**src/hdl/tmtaf_pkg.sv**
```systemverilog
// ----------------------------------------------------------------------------
// tmtaf_pkg
// shared types, constants and the cordic arctangent table of the tilt filter
// ----------------------------------------------------------------------------
`timescale 1ns / 1ps

package tmtaf_pkg;

  localparam int CORNER_W  = 14;
  localparam int SUM_W     = 16;
  localparam int TIME_W    = 32;
  localparam int WEIGHT_W  = 17;
  localparam int ANG_W     = 15;
  localparam int SMOOTH_W  = 24;
  localparam int XW        = 28;
  localparam int ZW        = 26;
  localparam int TBL_IDX_W = 5;
  localparam int ATAN_W    = 22;
  localparam int CFG_ADDR_W = 1;
  localparam int CFG_DATA_W = 32;
  localparam int IN_DATA_W  = 144;
  localparam int OUT_DATA_W = 32;

  localparam logic signed [ANG_W-1:0]   LIMIT_Q88  = 15'sd11520;
  localparam logic [WEIGHT_W-1:0]       WEIGHT_ONE = 17'd65536;

  localparam logic [CFG_ADDR_W-1:0] CFG_SMOOTHING_WEIGHT = 1'b0;
  localparam logic [CFG_ADDR_W-1:0] CFG_MIN_UPDATE_TICKS = 1'b1;

  typedef struct packed {
    logic load_in;
    logic store_first;
    logic setup;
    logic rotate;
    logic round;
    logic mul;
    logic acc;
    logic emit;
  } cmd_t;

  typedef struct packed {
    logic slot;
    logic special;
    logic iter_done;
    logic due;
  } sts_t;

  // atan(2^-i) in q16 degrees
  function automatic logic [ATAN_W-1:0] atan_q16(input logic [TBL_IDX_W-1:0] idx);
    logic [ATAN_W-1:0] v;
    unique case (idx)
      5'd0:  v = 22'd2949120;
      5'd1:  v = 22'd1740967;
      5'd2:  v = 22'd919879;
      5'd3:  v = 22'd466945;
      5'd4:  v = 22'd234379;
      5'd5:  v = 22'd117304;
      5'd6:  v = 22'd58666;
      5'd7:  v = 22'd29335;
      5'd8:  v = 22'd14668;
      5'd9:  v = 22'd7334;
      5'd10: v = 22'd3667;
      5'd11: v = 22'd1833;
      5'd12: v = 22'd917;
      5'd13: v = 22'd458;
      5'd14: v = 22'd229;
      5'd15: v = 22'd115;
      5'd16: v = 22'd57;
      5'd17: v = 22'd29;
      5'd18: v = 22'd14;
      5'd19: v = 22'd7;
      5'd20: v = 22'd4;
      5'd21: v = 22'd2;
      5'd22: v = 22'd1;
      default: v = 22'd0;
    endcase
    return v;
  endfunction

endpackage

```
**src/hdl/tmtaf_ctrl.sv**
```systemverilog
// ----------------------------------------------------------------------------
// tmtaf_ctrl
// sequencer for the tilt filter: request handshakes, cordic loop, filter steps
// ----------------------------------------------------------------------------
`timescale 1ns / 1ps

module tmtaf_ctrl (
  input  logic              clk,
  input  logic              rst_n,
  input  logic              in_tvalid,
  output logic              in_tready,
  output logic              out_tvalid,
  input  logic              out_tready,
  input  tmtaf_pkg::sts_t   sts,
  output tmtaf_pkg::cmd_t   cmd
);

  typedef enum logic [2:0] {
    S_IDLE,
    S_DECIDE,
    S_ROT,
    S_ROUND,
    S_CHECK,
    S_ACC,
    S_EMIT
  } state_t;

  state_t state_r, state_nxt;
  logic   out_valid_r, out_valid_nxt;

  always_comb begin
    cmd           = '0;
    state_nxt     = state_r;
    out_valid_nxt = out_valid_r & ~out_tready;
    unique case (state_r)
      S_IDLE: begin
        if (in_tvalid) begin
          cmd.load_in = 1'b1;
          state_nxt   = S_DECIDE;
        end
      end
      S_DECIDE: begin
        if (!sts.slot) begin
          cmd.store_first = 1'b1;
          state_nxt       = S_IDLE;
        end else begin
          cmd.setup = 1'b1;
          state_nxt = sts.special ? S_CHECK : S_ROT;
        end
      end
      S_ROT: begin
        if (sts.iter_done) begin
          state_nxt = S_ROUND;
        end else begin
          cmd.rotate = 1'b1;
        end
      end
      S_ROUND: begin
        cmd.round = 1'b1;
        state_nxt = S_CHECK;
      end
      S_CHECK: begin
        cmd.mul   = sts.due;
        state_nxt = sts.due ? S_ACC : S_IDLE;
      end
      S_ACC: begin
        cmd.acc   = 1'b1;
        state_nxt = S_EMIT;
      end
      S_EMIT: begin
        if (!out_valid_r || out_tready) begin
          cmd.emit      = 1'b1;
          out_valid_nxt = 1'b1;
          state_nxt     = S_IDLE;
        end
      end
      default: state_nxt = S_IDLE;
    endcase
  end

  always_ff @(posedge clk) begin
    if (!rst_n) begin
      state_r     <= S_IDLE;
      out_valid_r <= 1'b0;
    end else begin
      state_r     <= state_nxt;
      out_valid_r <= out_valid_nxt;
    end
  end

  assign in_tready  = (state_r == S_IDLE);
  assign out_tvalid = out_valid_r;

endmodule

```
**src/hdl/tmtaf_dp.sv**
```systemverilog
// ----------------------------------------------------------------------------
// tmtaf_dp
// datapath: corner sums, marker ordering, iterative cordic, low-pass filter
// ----------------------------------------------------------------------------
`timescale 1ns / 1ps

module tmtaf_dp #(
  parameter int CORDIC_STEPS = 16
) (
  input  logic                                 clk,
  input  logic                                 rst_n,
  input  logic                                 cfg_we,
  input  logic [tmtaf_pkg::CFG_ADDR_W-1:0]     cfg_addr,
  input  logic [tmtaf_pkg::CFG_DATA_W-1:0]     cfg_wdata,
  input  logic [tmtaf_pkg::IN_DATA_W-1:0]      in_tdata,
  input  logic                                 in_tuser,
  output logic [tmtaf_pkg::OUT_DATA_W-1:0]     out_tdata,
  output logic                                 out_tuser,
  input  tmtaf_pkg::cmd_t                      cmd,
  output tmtaf_pkg::sts_t                      sts
);

  localparam int CW  = tmtaf_pkg::CORNER_W;
  localparam int SW  = tmtaf_pkg::SUM_W;
  localparam int TW  = tmtaf_pkg::TIME_W;
  localparam int WW  = tmtaf_pkg::WEIGHT_W;
  localparam int AW  = tmtaf_pkg::ANG_W;
  localparam int MW  = tmtaf_pkg::SMOOTH_W;
  localparam int XW  = tmtaf_pkg::XW;
  localparam int ZW  = tmtaf_pkg::ZW;
  localparam int IXW = tmtaf_pkg::TBL_IDX_W;
  localparam int IW  = $clog2(CORDIC_STEPS + 1);
  localparam int P1W = WW + 1 + AW + 8;
  localparam int P2W = WW + 1 + MW;
  localparam int SMW = P2W + 2;

  // configuration
  logic [WW-1:0] weight_r;
  logic [TW-1:0] min_ticks_r;

  // request capture
  logic [SW-1:0] sx_r, sy_r, sx_nxt, sy_nxt;
  logic [TW-1:0] time_r;
  logic          slot_r;

  // model state
  logic [SW-1:0]        first_x_r, first_y_r;
  logic signed [MW-1:0] s_r;
  logic                 seeded_r;
  logic [TW-1:0]        last_r;

  // working registers
  logic signed [XW-1:0]  x_r, y_r;
  logic signed [ZW-1:0]  z_r;
  logic [IW-1:0]         iter_r;
  logic signed [AW-1:0]  raw_r;
  logic                  clamped_r;
  logic signed [P1W-1:0] p1_r;
  logic signed [P2W-1:0] p2_r;

  // output registers
  logic signed [AW-1:0] o_filt_r, o_raw_r;
  logic                 o_clamp_r;

  always_comb begin
    sx_nxt = '0;
    sy_nxt = '0;
    for (int k = 0; k < 4; k++) begin
      sx_nxt = sx_nxt + {{(SW-CW){1'b0}}, in_tdata[2*k*CW +: CW]};
      sy_nxt = sy_nxt + {{(SW-CW){1'b0}}, in_tdata[(2*k+1)*CW +: CW]};
    end
  end

  // ordering and steep-case detection
  logic                  cur_right;
  logic [SW-1:0]         rx, lx, ry, ly, dx;
  logic signed [SW:0]    dy;
  logic [SW:0]           ady;
  logic                  zero_d, steep;
  logic signed [AW-1:0]  spec_raw;
  logic                  spec_clamp;

  always_comb begin
    cur_right = first_x_r < sx_r;
    rx        = cur_right ? sx_r : first_x_r;
    lx        = cur_right ? first_x_r : sx_r;
    ry        = cur_right ? sy_r : first_y_r;
    ly        = cur_right ? first_y_r : sy_r;
    dx        = rx - lx;
    dy        = $signed({1'b0, ry}) - $signed({1'b0, ly});
    ady       = dy[SW] ? 17'(-dy) : 17'(dy);
    zero_d    = (dx == '0) && (dy == '0);
    steep     = ady >= {1'b0, dx};
    spec_clamp = !zero_d && (ady > {1'b0, dx});
    if (zero_d) begin
      spec_raw = '0;
    end else if (dy[SW]) begin
      spec_raw = tmtaf_pkg::LIMIT_Q88;
    end else begin
      spec_raw = -tmtaf_pkg::LIMIT_Q88;
    end
  end

  // one cordic rotation
  logic signed [XW-1:0] xs, ys, x_rot, y_rot;
  logic signed [ZW-1:0] z_rot, at;

  always_comb begin
    xs = x_r >>> iter_r;
    ys = y_r >>> iter_r;
    at = $signed({{(ZW-tmtaf_pkg::ATAN_W){1'b0}}, tmtaf_pkg::atan_q16(IXW'(iter_r))});
    if (!y_r[XW-1]) begin
      x_rot = x_r + ys;
      y_rot = y_r - xs;
      z_rot = z_r + at;
    end else begin
      x_rot = x_r - ys;
      y_rot = y_r + xs;
      z_rot = z_r - at;
    end
  end

  // rounding and clamp
  logic signed [ZW-1:0] zr;
  logic signed [AW-1:0] z_clamped;

  always_comb begin
    zr = (z_r + ZW'(128)) >>> 8;
    if (zr > ZW'(tmtaf_pkg::LIMIT_Q88)) begin
      z_clamped = tmtaf_pkg::LIMIT_Q88;
    end else if (zr < -ZW'(tmtaf_pkg::LIMIT_Q88)) begin
      z_clamped = -tmtaf_pkg::LIMIT_Q88;
    end else begin
      z_clamped = AW'(zr);
    end
  end

  // filter
  logic [WW-1:0]         w_sat, w_comp;
  logic signed [SMW-1:0] fsum;
  logic signed [MW:0]    s_rnd;
  logic [TW-1:0]         elapsed;

  always_comb begin
    w_sat   = (weight_r > tmtaf_pkg::WEIGHT_ONE) ? tmtaf_pkg::WEIGHT_ONE : weight_r;
    w_comp  = tmtaf_pkg::WEIGHT_ONE - w_sat;
    fsum    = {{(SMW-P1W){p1_r[P1W-1]}}, p1_r} + {{(SMW-P2W){p2_r[P2W-1]}}, p2_r}
              + SMW'(32768);
    s_rnd   = {s_r[MW-1], s_r} + (MW+1)'(128);
    elapsed = time_r - last_r;
  end

  always_comb begin
    sts.slot      = slot_r;
    sts.special   = zero_d || steep;
    sts.iter_done = (iter_r == IW'(CORDIC_STEPS));
    sts.due       = elapsed >= min_ticks_r;
  end

  always_ff @(posedge clk) begin
    if (!rst_n) begin
      weight_r    <= 17'd9830;
      min_ticks_r <= '0;
      first_x_r   <= '0;
      first_y_r   <= '0;
      s_r         <= '0;
      seeded_r    <= 1'b0;
      last_r      <= '0;
    end else begin
      if (cfg_we) begin
        unique case (cfg_addr)
          tmtaf_pkg::CFG_SMOOTHING_WEIGHT: weight_r    <= cfg_wdata[WW-1:0];
          tmtaf_pkg::CFG_MIN_UPDATE_TICKS: min_ticks_r <= cfg_wdata[TW-1:0];
          default: ;
        endcase
      end
      if (cmd.store_first) begin
        first_x_r <= sx_r;
        first_y_r <= sy_r;
      end
      if (cmd.acc) begin
        if (!seeded_r) begin
          s_r <= {raw_r[AW-1], raw_r, 8'b0};
        end else begin
          s_r <= fsum[MW+15:16];
        end
        seeded_r <= 1'b1;
        last_r   <= time_r;
      end
    end
  end

  always_ff @(posedge clk) begin
    if (cmd.load_in) begin
      sx_r   <= sx_nxt;
      sy_r   <= sy_nxt;
      time_r <= in_tdata[8*CW +: TW];
      slot_r <= in_tuser;
    end
    if (cmd.setup) begin
      x_r       <= $signed({{(XW-SW-8){1'b0}}, dx, 8'b0});
      y_r       <= -$signed({{(XW-SW-9){dy[SW]}}, dy, 8'b0});
      z_r       <= '0;
      iter_r    <= '0;
      raw_r     <= spec_raw;
      clamped_r <= spec_clamp;
    end
    if (cmd.rotate) begin
      x_r    <= x_rot;
      y_r    <= y_rot;
      z_r    <= z_rot;
      iter_r <= iter_r + 1'b1;
    end
    if (cmd.round) begin
      raw_r <= z_clamped;
    end
    if (cmd.mul) begin
      p1_r <= $signed({1'b0, w_sat}) * $signed({raw_r, 8'b0});
      p2_r <= $signed({1'b0, w_comp}) * s_r;
    end
    if (cmd.emit) begin
      o_filt_r  <= s_rnd[AW+7:8];
      o_raw_r   <= raw_r;
      o_clamp_r <= clamped_r;
    end
  end

  assign out_tdata = {{(tmtaf_pkg::OUT_DATA_W-2*AW){1'b0}}, o_raw_r, o_filt_r};
  assign out_tuser = o_clamp_r;

endmodule

```
**src/hdl/two_marker_tilt_angle_filter.sv**
```systemverilog
// ----------------------------------------------------------------------------
// two_marker_tilt_angle_filter
// flow: a slot 0 request only stores the first marker; a slot 1 request runs
//   setup, cordic rotation and rounding (skipped if steep or coincident), a due
//   check, accumulate, emit (nothing if not due); requests are taken only in idle
// the single shared cordic rotator steps one iteration per cycle
// reset: rst_n synchronous active low, clears filter state and loads defaults
// ----------------------------------------------------------------------------
`timescale 1ns / 1ps

module two_marker_tilt_angle_filter #(
  parameter int CORDIC_STEPS = 16
) (
  input  logic                             clk,
  input  logic                             rst_n,
  input  logic                             cfg_we,
  input  logic [tmtaf_pkg::CFG_ADDR_W-1:0] cfg_addr,
  input  logic [tmtaf_pkg::CFG_DATA_W-1:0] cfg_wdata,
  input  logic                             in_tvalid,
  output logic                             in_tready,
  // corner0_x, corner0_y, corner1_x, corner1_y, corner2_x, corner2_y,
  // corner3_x, corner3_y, time_now
  input  logic [tmtaf_pkg::IN_DATA_W-1:0]  in_tdata,
  // marker_slot
  input  logic                             in_tuser,
  output logic                             out_tvalid,
  input  logic                             out_tready,
  // filtered_angle, raw_angle, zero pad
  output logic [tmtaf_pkg::OUT_DATA_W-1:0] out_tdata,
  // was_clamped
  output logic                             out_tuser
);

  tmtaf_pkg::cmd_t cmd;
  tmtaf_pkg::sts_t sts;

  tmtaf_ctrl u_ctrl (
    .clk        (clk),
    .rst_n      (rst_n),
    .in_tvalid  (in_tvalid),
    .in_tready  (in_tready),
    .out_tvalid (out_tvalid),
    .out_tready (out_tready),
    .sts        (sts),
    .cmd        (cmd)
  );

  tmtaf_dp #(
    .CORDIC_STEPS (CORDIC_STEPS)
  ) u_dp (
    .clk       (clk),
    .rst_n     (rst_n),
    .cfg_we    (cfg_we),
    .cfg_addr  (cfg_addr),
    .cfg_wdata (cfg_wdata),
    .in_tdata  (in_tdata),
    .in_tuser  (in_tuser),
    .out_tdata (out_tdata),
    .out_tuser (out_tuser),
    .cmd       (cmd),
    .sts       (sts)
  );

endmodule
```
**config.mk**
```make
export PLATFORM = sky130hd
export DESIGN_NAME = two_marker_tilt_angle_filter
export DESIGN_NICKNAME = d
export VERILOG_FILES = /design/src/hdl/tmtaf_pkg.sv /design/src/hdl/tmtaf_ctrl.sv /design/src/hdl/tmtaf_dp.sv /design/src/hdl/two_marker_tilt_angle_filter.sv
export SDC_FILE = /design/constraint.sdc
export NUM_CORES = 2
export LEC_CHECK = 0
export ABC_AREA = 0
export BUFFER_PORTS_ARGS = -buffer_cell sky130_fd_sc_hd__buf_2
export CAP_MARGIN = 25
export CORE_MARGIN = 5
export CORE_UTILIZATION = 45
export DETAILED_ROUTE_END_ITERATION = 12
export PLACE_DENSITY_LB_ADDON = 0.05
export SETUP_SLACK_MARGIN = 0.4
export SYNTH_ARGS = -nofsm -noshare
export SYNTH_HDL_FRONTEND = slang
export SYNTH_SLANG_ARGS = --single-unit
export TNS_END_PERCENT = 50
```
**constraint.sdc**
```tcl
create_clock -name clk -period 8.73 [get_ports clk]
set_input_delay 0.873 -clock clk [delete_from_list [all_inputs] [get_ports clk]]
set_output_delay 0.873 -clock clk [all_outputs]
set_load 0.02 [all_outputs]
```
# Yosys cells after proc, flatten, opt, wreduce, memory -nomap -nowiden
# Memories as Yosys holds them, arrays and structs flattened. A register that Yosys moved wholly into a read port is not among the register bits.
# Index checks and enable logic that the tools add are counted.
# Widths: inputs -> output; s select.
[totals]
n_memories = 1
input_bits = 183
romBits = 704
ram_bits = 0
regBits = 413
latch_bits = 0
word_cells = 132
[memory_table]
columns = ["memory", "depth", "width", "rd", "rd_clocked_by_memory_dff", "write_ports", "line_no", "source"]
rows = [
  ["(no name shown)", 32, 22, 1, 1, 0, "tmtaf_pkg.sv:51", "unique case (idx)"],
]
[op_classes]
bitwise_logic = 3
n_div = 0
order_cmp = 7
addsub = 23
n_shift = 2
n_mul = 2
n_reduce_logical = 14
mux = 46
n_eq_ne = 10
[ops]
columns = ["cell", "count"]
rows = [
  ["$mux 28", 6],
  ["$mux 15", 6],
  ["$mux 26", 3],
  ["$add 16x14->16", 4],
  ["$mux 16", 4],
  ["$add 28x28->28", 2],
  ["$sshr 28x5->28", 2],
  ["$sub 28x28->28", 2],
  ["$add 40x16->40 const B", 1],
  ["$add 40x40->40", 1],
  ["$mul 18x24->40", 1],
  ["$mux 17", 2],
  ["$ge 32x32->1", 1],
  ["$mul 18x15->32", 1],
  ["$sub 32x32->32", 1],
  ["$add 14x14->15", 2],
  ["$neg 25->28", 1],
  ["$add 26x23->26", 1],
  ["$add 26x9->26 const B", 1],
  ["$sub 26x23->26", 1],
  ["$mux 24", 1],
  ["$add 23x9->23 const B", 1],
  ["$pmux 3 s7", 1],
  ["$gt 18x15->1 const B", 1],
  ["other kinds (31)", 60],
]

# Logic depth before layout (Yosys ltp)
[depth]
depth_word = 10
ltp_mapped = 39
ltp_nobuf = 35

# Hierarchy
# A second synthesis with hierarchy kept.
[hier_totals]
cells_unflattened = 6108
area_unflattened_um2 = 55617.1
[modules_own_cells]
columns = ["module", "instances", "seq_area_each_um2", "cells_per_inst", "area_per_inst_um2"]
rows = [
  ["tmtaf_dp", 1, 11100.6, 6071, 55308.0],
  ["tmtaf_ctrl", 1, 80.1, 37, 309.0],
]

# Worst setup path before layout
# No wires, ideal clock.
[synth_timing]
path_type = "reg-to-reg"
start = "register u_dp.weight_r[16]"
end = "register u_dp.p2_r[38] (data pin)"
synth_period_minus_slack_ns = 8.941
slack_ns = -0.211
n_path_buf = 4
arrival_ns = 8.683
path_stages_with_launch = 39
path_cell_list = "dfxtp_1 > clkbuf_1 > clkbuf_1 > nor2b_1 > clkbuf_1 > inv_1 > ha_1 > nand2_1 > or2_2 > nor3_1 > nand2_1 > or3_1 > nor3_1 > xnor2_1 > clkbuf_1 > nor2b_1 > ha_1 > inv_1 > [... 3 more ...] > fa_1 > fa_1 > inv_1 > fa_1 > inv_1 > ha_1 > nand2_1 > a21oi_1 > nor4b_1 > nor4_1 > a21oi_1 > o2bb2ai_1 > a31oi_1 > a2111oi_0 > o21a_1 > o21a_1 > o22ai_1 > xnor2_1"
[synth_via]
elab_chain_cells = 4
[synth_rtl]
columns = ["element", "line_no", "source"]
rows = [
  ["from (decl)", "tmtaf_dp.sv:38", "logic [WW-1:0] weight_r;"],
  ["from (signal assigned)", "tmtaf_dp.sv:172", "tmtaf_pkg::CFG_SMOOTHING_WEIGHT: weight_r <= cfg_wdata[WW-1:0];"],
  ["$gt 17x17->1", "tmtaf_dp.sv:145", "w_sat = (weight_r > tmtaf_pkg::WEIGHT_ONE) ? tmtaf_pkg::WEIGHT_ONE : weight_r;"],
  ["$mux 17 *", "tmtaf_dp.sv:145", ""],
  ["$sub 17x17->17 *", "tmtaf_dp.sv:146", "w_comp = tmtaf_pkg::WEIGHT_ONE - w_sat;"],
  ["$mul 18x24->40 *", "tmtaf_dp.sv:219", "p2_r <= $signed({1'b0, w_comp}) * s_r;"],
  ["to (signal assigned)", "tmtaf_dp.sv:219", ""],
  ["to (decl)", "tmtaf_dp.sv:59", "logic signed [P2W-1:0] p2_r;"],
]
# Mark *: on every way between the ends. The rest lies on a longest branch, timed or not.
# A chain may end at the register's enable or synchronous reset.

# Worst setup path after layout
[layout_timing]
start = "register u_dp.weight_r[1]"
end = "register u_dp.p2_r[38] (data pin)"
# The elaborated chain is that of the path after synthesis.

==> flow_summary.ini <==
[global_routing]
grt_pass1_vias = 46085
overflow = 0
grt_pass1_wl_um = 256000
grt_max_degree = 84
track_usage = 0.243
antenna_found_initial = 4

[synthesis]
seq_area_frac_synth = 0.198
synthSimpleGateAreaFrac = 0.173
synth_top_cell_by_area = fa_1
yosys_warnings = 0
async_flop_share = 0
synth_xor_xnor_area_share = 0.0609
synth_edf_count = 263
synthMuxAreaShare = 0.0335
synth_area_leaders = fa_1 (22%), edfxtp_1 (14%), ha_1 (11%)
synth_area_um2 = 56400
synth_top_family_by_area = adder cells
synthFlopType = edfxtp_1
yosysTopAreaCellShare = 0.219
netlist_instances = 6423
synthAdderAreaFrac = 0.334
synth.distinct_cells = 105
syn_area_per_cell_um2 = 8.77
synth-seq-cells = 427
synth-compound-area-share = 0.117

[cts]
htreeDepth = 2
insertion_delay_ns = 0.70
numCtsBuffers = 57
root_buffer = clkbuf_16
hold_buffers = 0
cts_tree = done
clkSinkCount = 427
clk_pin_slew_ns = 0.06
cts_max_path_buffers = 3

[sta]
final_hold_viol_count = 0
fin_skew_ns = 0.0578
slew_headroom = 0.335
fmaxAchievable_mhz = 120
period_needed_ns = 8.34
rsz0062_at_grt = yes
fin_crit_sh = 0.956
drv_slew = 0
setup_viol = 0
worstMarginPinSlew_ns = 0.996
holdWs_ns = 0.343

[floorplanning]
start_util = 0.454
die-area_um2 = 132000
num_rows = 129
die_h_um = 364
dieWidth_um = 364
io_pins = 218
fp.coreArea_um2 = 124000

[setup_path]
cpMaxStageDelayCell = fa_1
critPathMostFrequentCell = fa_1
cp_max_fo = 4
cp-start-kind = flop
critPathMaxStageDelay_ns = 0.56
crit_arrival_ns = 8.75
required_ns = 9.14
crit_type = reg -> reg
end_kind = flop

[cells_and_area]
drive_gt1_frac = 0.108
area_growth_pct = 11.1
final_cell_mix = inv_1 (942), nand2_1 (849), fa_1 (615)
final_nets = 7947
layout_commonest_cell = inv_1

[route]
via_count = 44502
first_pass_iters = 5
detail-route-antenna-nets = 0
drt-total-wl_um = 159000
drt_iter0_drc = 2685
remaining_drc_errors = 0
viasPerCell = 5.35
detail_route.wl_per_cell_um = 19.1

[placement]
port_buffers = 215
place_congestion = 0.903
hpwlAfterDp_um = 126000

[hold_path]
min_path_type = in -> reg

[outcome]
status = complete, no violations

[job]
max-cap-violations = 0
[cells in the mapped netlist (9+ instances only)]
cell,instances
or2_2,17
inv_1,947
nand3_1,69
fa_1,617
mux2i_1,38
a21o_1,80
o21bai_1,31
nor2b_1,108
clkbuf_1,226
nand2_1,853
and3_1,70
mux4_2,59
o21a_1,48
and2_1,270
nor3_1,97
a31oi_1,39
buf_2,14
a211oi_1,37
mux2_2,14
nor4_1,17
xor2_1,135
o211ai_1,22
nand4_1,24
a211o_1,14
a22oi_1,10
nor2_1,377
o21ai_0,209
and4_1,11
buf_1,28
a21boi_0,16
xnor2_1,253
o22ai_1,26
o31ai_1,15
or3_1,28
ha_1,514
dfxtp_1,164
nand2b_1,79
nand3b_1,9
edfxtp_1,263
a21oi_1,412
[worst paths after layout]
kind / to / slack [ns] / cells past startpoint / startpoint
setup / recovery: u_dp.p2_r[38]$_DFFE_PP_ / 0.39 / 36 / u_dp.weight_r[1]$_SDFFE_PN1P_
hold reg to reg: u_dp.out_tuser$_DFFE_PP_ / 0.43 / 0 / u_dp.clamped_r$_DFFE_PP_
hold / removal: u_dp.slot_r$_DFFE_PP_ / 0.34 / 1 / in_tuser
setup reg to reg: u_dp.p2_r[38]$_DFFE_PP_ / 0.39 / 36 / u_dp.weight_r[1]$_SDFFE_PN1P_
[layer usage]
layer / global-route usage / vias to the layer above / share of wire
met5: 0 / - / 0
met4: 0.0618 / 0 / 0.026
met3: 0.0317 / 202 / 0.048
met2: 0.426 / 949 / 0.49
met1: 0.319 / 21880 / 0.44
li1: - / 21471 / -
[cells by family (layout without fill, tap and decap cells)]
group                      count (synthesis)  count (layout)
and+or+nand+nor                         2063            2063
buffers and inverters                   1228            1486
adders and majority gates               1135            1135
AOI/OAI and AO/OA                       1067            1067
DFF                                      427             427
xor gates and xnor gates                 390             390
muxes                                    112             112
other                                      1               4
[through the flow]
stage / utilization / setup WS (ns) / instances / cell area [um^2] / setup TNS, ns
after floorplan: - / 0.421 / 6424 / 56400 / 0
after global placement: 0.483 / -0.148 / 8178 / 60000 / -0.287
after detailed placement: 0.483 / -0.178 / 8179 / 60000 / -0.573
after CTS: 0.503 / 0.268 / 8308 / 62400 / 0
after global routing: 0.505 / 0.127 / 8320 / 62600 / 0
final: 0.505 / 0.387 / 8321 / 62600 / 0
[area by class of cell]
class | instances | area (um^2)
Fill cell | 12027 | 61500
Multi-Input combinational cell | 4769 | 41000
Sequential cell | 427 | 11200
Inverter | 952 | 3580
Timing Repair Buffer | 426 | 2840
Tap cell | 1637 | 2050
Clock buffer | 75 | 1640
Clock inverter | 33 | 357
Antenna cell | 2 | 5.00
[flip-flops by register name (all words and copies together) (netlist names), 3 cells and up]
name,flops
u_dp.weight_r,17
u_ctrl.state_r,3
u_dp.raw_r,15
u_dp.y_r,28
u_dp.first_x_r,16
u_dp.min_ticks_r,32
u_dp.o_raw_r,15
u_dp.o_filt_r,15
u_dp.p1_r,32
u_dp.z_r,26
u_dp.sx_r,16
u_dp.at,22
u_dp.sy_r,16
u_dp.time_r,32
u_dp.x_r,28
u_dp.last_r,32
u_dp.p2_r,32
u_dp.first_y_r,16
u_dp.s_r,24
u_dp.iter_r,5
[repair_timing]
action / CTS / global route
setup buffers: 21 / 8
setup endpoints to repair: 8 / 7
pin swaps: 47 / 28
gates resized for setup: 61 / 25
[critical path: cells and delay by family, from the launching register on]
family | cells | cell delay (ns)
compound gates | 7 | 1.12
simple gates | 10 | 1.78
fa+ha+maj | 8 | 3.46
buf+inv | 9 | 1.08
flops | 1 | 0.33
xor+xnor | 2 | 0.30
Power is left out: the tool's default activity adds up to more than one toggle a clock period on the data nets, which glitch-free logic cannot reach.
